`src/rtl/core/fpal_pkg.sv`:
```
// Shared types and constants for the two-page flash append log.
package fpal_pkg;

  localparam int unsigned SLOTS_PER_PAGE_DEFAULT = 256;
  localparam logic [31:0] ERASED_WORD = 32'hFFFF_FFFF;

  // Stream payload widths
  localparam int unsigned IN_DATA_W  = 32;
  localparam int unsigned IN_USER_W  = 1;
  localparam int unsigned OUT_DATA_W = 48;

  // Operation codes carried in the input tuser
  localparam logic ACT_READ  = 1'b0;
  localparam logic ACT_WRITE = 1'b1;

  // One command a cycle from the controller to the datapath
  typedef enum logic [3:0] {
    CMD_IDLE,
    CMD_CLEAR,
    CMD_LOAD,
    CMD_RD_A0,
    CMD_RD_B0,
    CMD_CAP_B,
    CMD_SEARCH,
    CMD_PROBE,
    CMD_NARROW,
    CMD_FETCH,
    CMD_CAP_READ,
    CMD_INIT,
    CMD_PLACE,
    CMD_WRITE,
    CMD_ERASE,
    CMD_PUBLISH
  } cmd_t;

  // Datapath status seen by the controller
  typedef struct packed {
    logic action;
    logic a_used;
    logic b_used;
    logic search_open;
    logic swapped;
    logic sweep_last;
  } status_t;

endpackage

```
`src/rtl/core/fpal_ctrl.sv`:
```
// Sequencing state machine for the two-page flash append log.
module fpal_ctrl (
  input  logic             clk,
  input  logic             rst,
  input  logic             in_valid,
  output logic             in_ready,
  output logic             out_valid,
  input  logic             out_ready,
  input  fpal_pkg::status_t st,
  output fpal_pkg::cmd_t   cmd
);

  typedef enum logic [3:0] {
    S_CLEAR,
    S_IDLE,
    S_RD_A,
    S_RD_B,
    S_CAP_B,
    S_DECIDE,
    S_PROBE,
    S_NARROW,
    S_CAPR,
    S_WRITE,
    S_ERASE,
    S_DONE
  } state_t;

  state_t state;
  state_t state_next;

  assign in_ready = (state == S_IDLE);

  always_comb begin
    state_next = state;
    cmd        = fpal_pkg::CMD_IDLE;
    unique case (state)
      S_CLEAR: begin
        cmd = fpal_pkg::CMD_CLEAR;
        if (st.sweep_last) state_next = S_IDLE;
      end
      S_IDLE: begin
        if (in_valid) begin
          cmd        = fpal_pkg::CMD_LOAD;
          state_next = S_RD_A;
        end
      end
      S_RD_A: begin
        cmd        = fpal_pkg::CMD_RD_A0;
        state_next = S_RD_B;
      end
      S_RD_B: begin
        cmd        = fpal_pkg::CMD_RD_B0;
        state_next = S_CAP_B;
      end
      S_CAP_B: begin
        cmd        = fpal_pkg::CMD_CAP_B;
        state_next = S_DECIDE;
      end
      S_DECIDE: begin
        if (!st.a_used && !st.b_used) begin
          if (st.action == fpal_pkg::ACT_READ) begin
            cmd        = fpal_pkg::CMD_INIT;
            state_next = S_DONE;
          end else begin
            cmd        = fpal_pkg::CMD_PLACE;
            state_next = S_WRITE;
          end
        end else begin
          cmd        = fpal_pkg::CMD_SEARCH;
          state_next = S_PROBE;
        end
      end
      S_PROBE: begin
        if (st.search_open) begin
          cmd        = fpal_pkg::CMD_PROBE;
          state_next = S_NARROW;
        end else if (st.action == fpal_pkg::ACT_READ) begin
          cmd        = fpal_pkg::CMD_FETCH;
          state_next = S_CAPR;
        end else begin
          cmd        = fpal_pkg::CMD_PLACE;
          state_next = S_WRITE;
        end
      end
      S_NARROW: begin
        cmd        = fpal_pkg::CMD_NARROW;
        state_next = S_PROBE;
      end
      S_CAPR: begin
        cmd        = fpal_pkg::CMD_CAP_READ;
        state_next = S_DONE;
      end
      S_WRITE: begin
        cmd        = fpal_pkg::CMD_WRITE;
        state_next = st.swapped ? S_ERASE : S_DONE;
      end
      S_ERASE: begin
        cmd = fpal_pkg::CMD_ERASE;
        if (st.sweep_last) state_next = S_DONE;
      end
      S_DONE: begin
        // hold the finished word until the output register is free
        if (!out_valid || out_ready) begin
          cmd        = fpal_pkg::CMD_PUBLISH;
          state_next = S_IDLE;
        end
      end
      default: state_next = S_IDLE;
    endcase
  end

  always_ff @(posedge clk) begin
    if (rst) begin
      state     <= S_CLEAR;
      out_valid <= 1'b0;
    end else begin
      state <= state_next;
      if (cmd == fpal_pkg::CMD_PUBLISH) begin
        out_valid <= 1'b1;
      end else if (out_ready) begin
        out_valid <= 1'b0;
      end
    end
  end

endmodule

```
`config.mk`:
```
export PLATFORM = sky130hd
export DESIGN_NAME = fpal_ctrl
export DESIGN_NICKNAME = d
export VERILOG_FILES = /design/src/rtl/core/fpal_pkg.sv /design/src/rtl/core/fpal_ctrl.sv
export SDC_FILE = /design/constraint.sdc
export NUM_CORES = 1
export LEC_CHECK = 0
export BUFFER_PORTS_ARGS = -buffer_cell sky130_fd_sc_hd__buf_4
export CORE_AREA = 5 5 42 44
export DETAILED_ROUTE_END_ITERATION = 8
export DIE_AREA = 0 0 47 49
export GPL_TIMING_DRIVEN = 1
export PLACE_DENSITY = 0.68
export SYNTH_ARGS = -nofsm -noshare
export SYNTH_HDL_FRONTEND = slang
export SYNTH_SLANG_ARGS = --single-unit
```
`constraint.sdc`:
```
create_clock -name clk -period 3.4 [get_ports clk]
set_input_delay 0.34 -clock clk [delete_from_list [all_inputs] [get_ports clk]]
set_output_delay 0.34 -clock clk [all_outputs]
set_load 0.005 [all_outputs]
```
; Word-level counts from Yosys, hierarchy flattened
; Index checks and enable logic that the tools add are counted.
[word_totals]
register_bits = 5
inputBits = 10
output_inout_bits = 6
[classes]
n_reduce_logical = 8
n_mux = 19
eq_ne = 16
[ops]
columns = op, count
row1 = one-hot mux 4 bit (12 select lines), 2
row2 = two-way mux 4 bit, 9
row3 = "equality test 4 bit, second input constant", 5
row4 = "equality test 4 x 3 -> 1 bit, second input constant", 4
row5 = "equality test 4 x 2 -> 1 bit, second input constant", 2
row6 = "inequality test 2 bit, second input constant", 4
row7 = two-way mux 3 bit, 2
row8 = "equality test 4 x 1 -> 1 bit, second input constant", 1
row9 = zero test 4 bit, 1
row10 = two-way mux 1 bit, 4
row11 = two-way mux 2 bit, 2
row12 = AND reduction 4 bit, 1
row13 = zero test 1 bit, 3
row14 = nonzero test 2 bit, 1
row15 = logical AND 1 bit, 1
row16 = logical OR 1 bit, 1

; Depth between registers and ports, before layout
[depth]
depth_word = 6
depth_mapped = 5
mapped_depth_nobuf = 4

; Least setup slack after synthesis
; OpenSTA, ideal clock, no wires.
[synth_path]
kind = register to output
start = reg state[2]
end = out cmd[0]
required_time_ns = 3.060
path_slack_ns = 2.017
n_path_buf = 2
arrival_ns = 1.043
path_stages_with_launch = 6
cell_sequence = dfxtp_1 -> buf_6 -> clkbuf_1 -> nand3b_1 -> a21oi_1 -> a32o_1
[synth_between]
elab_chain_len = 2
elab_cells_between_ends = 13
cone_classes = 11 x eq/ne / 1 x mux / 1 x reduce/logical
[synth_rtl]
columns = item, line
row1 = from (decl), fpal_ctrl.sv:28  ; state_t state;
row2 = from (signal assigned), fpal_ctrl.sv:117  ; state <= state_next;
row3 = "equality test 4 bit, or another cell as far along", fpal_ctrl.sv:36  ; unique case (state)
row4 = one-hot mux 4 bit (12 select lines) (*), fpal_ctrl.sv:36
row5 = to (decl), fpal_ctrl.sv:10  ; output fpal_pkg::cmd_t cmd
; Every way passes the cells marked *; elsewhere a longest branch is shown, timed or not.

; Worst setup path after layout
[layout_path]
start = reg state[1]
end = out cmd[2]
; The elaborated chain is that of the path after synthesis.

==> flow_summary.yaml <==
yosys:
  synthArstFlopShare_pct: 0
  synth_edf_count: 0
  yosys_warnings: 0
  avgSynthCellArea_um2: 6.82
  syn_nets: 95
  synthCells: 85
  synth_ff_type: "dfxtp_1"
  ys_types: 35
  ys_seq_area_share_pct: 17.3
  netlist_area_um2: 579
  ys_ff_latch: 5
timing:
  fin_skew_ns: 0.00113
  fmax_mhz: 473
  final-hold-violation-count: 0
  setup_viol: 0
  holdWs_ns: 0.311
  max_slew_margin_pct: 57.1
  setup-tns-final_ns: 0
  final.period_utilization_pct: 62.1
  slew_viol_final: 0
  rsz0062_at_grt: "no"
  worst_pin_slew_ns: 0.643
  fin_crit_ns: 2.11
detailed_routing:
  antenna_left: 0
  drtIter0Drc: 37
  wl_per_cell_um: 13.6
  first_pass_iters: 4
  drcViolationCount: 0
  route.final.wire_length_um: 1540
  viasPerCell: 5.99
  vias: 677
finish:
  layout.nets: 108
  syn2layout_area_growth_pct: 20.5
  final_common_cell: "buf_4"
  final_cell_mix: "buf_4 (15), a21oi_1 (10), nor2b_1 (7), nor2_1 (7)"
  final_cells: 113
  fin_util_pct: 49.8
  drive_gt1_share_pct: 21.6
  n_antenna_cell: 0
global_routing:
  grt_max_degree: 23
  grt_pass1_wl_um: 2510
  grt_antenna_before_repair: 0
  gr-total-overflow: 0
  grt_pass1_vias: 578
  grt.total_usage_pct: 14.4
clocking:
  clkTransAtPathRegs_ns: 0.04
  clk_latency_ns: 0.23
  cts_resized: 0
  postCtsSetupBuffers: 0
  root_buffer: "clkbuf_4"
  cts_max_level: 1
  cts_hold_buf: 0
  clock_sinks: 5
  clock_path_buffers: 2
  numCtsBuffers: 3
  cts_tree: "built"
setup_path:
  cpLargestDelayFamily: "flip-flops"
  cp-start-kind: "flop"
  arrival_ns: 1.77
  worst-path-buf-inv: 1
  required_ns: 3.06
  path_class: "reg2out"
  ff2ff_setup_slack_ns: 1.63
  cp_common_cell: "nor3b_1"
  worstPathMaxFanout: 17
  crit_slowest_cell: "dfxtp_1"
  max_stage_delay_ns: 0.65
  crit_chain: "nor3b_1 -> nor3b_1 -> o21bai_1 -> nand3_1 -> buf_4"
  cp-end-kind: "primary output"
die:
  io_pins: 16
  fp.dieH_um: 49
  fp.dieArea_um2: 2300
  start_util_pct: 41.3
  die_w_um: 47
  coreArea_um2: 1400
  row_count: 14
power_and_ir_drop:
  total_power_mw: 0.176
  power.leakage_nw: 0.274
  power_density_nw_per_um2: 252
  ir_drop_mv: 0.164
min_path:
  hp-class: "in2reg"
status:
  status: "finished, final reports clean"
place:
  place_inst: 109
  hpwl_um: 1130
  gp_congestion: 0.834
  io_buffers: 15
job:
  maxCapViolations: 0
[final cells by class]
cell class                      count  area, um2
Fill cell                         153        703
Tap cell                           16       20.0
Sequential cell                     5        100
Inverter                            4       15.0
Multi-Input combinational cell     69        424
Timing Repair Buffer               15        113
Clock buffer                        4       26.3
[state kept, by name, summed over array words and instances (netlist names)]
register,count
out_valid,1
state,4
[per-stage QoR]
stage	cell area, um2	setup slack, ns
6_report	698	1.29
5_1_grt	698	1.15
4_1_cts	698	1.29
3_5_place_dp	672	1.55
3_3_place_gp	672	1.59
2_1_floorplan	579	2.02
[cells in the mapped netlist (2+ instances only)]
cell type  instances  area [um2]
a21oi_1           10        50.1
a22oi_1            2        15.0
a31oi_1            2        12.5
buf_2              5        25.0
dfxtp_1            5         100
inv_1              4        15.0
nand2_1            6        22.5
nand2b_1           3        18.8
nor2_1             7        26.3
nor2b_1            7        43.8
nor3b_1            2        15.0
o21ai_0            6        30.0
o22ai_1            3        18.8
or3_1              2        12.5
[report_power, final]
part           switching (mW)  internal [mW]
clock                  0.0204         0.0441
combinational          0.0192         0.0237
sequential            0.00801         0.0605
total                  0.0476          0.128
[logic make-up after synthesis]
logic type             count (synthesis)  synth area share (%)
buffers and inverters                 11                  9.50
AO/OA/AOI/OAI                         33                  38.4
AND/OR/NAND/NOR                       35                  33.3
flip-flops                             5                  17.3
XOR/XNOR                               1                  1.51
[worst paths after layout]
| path | from | end | cells past startpoint |
|---|---|---|---|
| setup / recovery | state[1] | cmd[2] | 5 |
| hold / removal | rst | out_valid | 2 |
| setup reg to reg | state[0] | state[1] | 4 |
| hold reg to reg | out_valid | out_valid | 3 |
[layer usage]
| layer | wire length, um | part of all wire (%) | GRT usage (%) | vias up |
|---|---|---|---|---|
| met5 | 0 | 0 | 0 | - |
| met1 | 683 | 44 | 20.0 | 317 |
| met3 | 79 | 5.1 | 2.21 | 0 |
| li1 | - | - | - | 340 |
| met4 | 0 | 0 | 6.91 | 0 |
| met2 | 775 | 50 | 21.0 | 20 |
[worst register-to-register path: stages, from the launching register on]
cell and delay [ns]:
dfxtp_1 0.72, a211oi_1 0.19, or3_1 0.34, o31a_1 0.13
o41ai_2 0.30
Note: power is estimated with default switching activity, not from simulation.
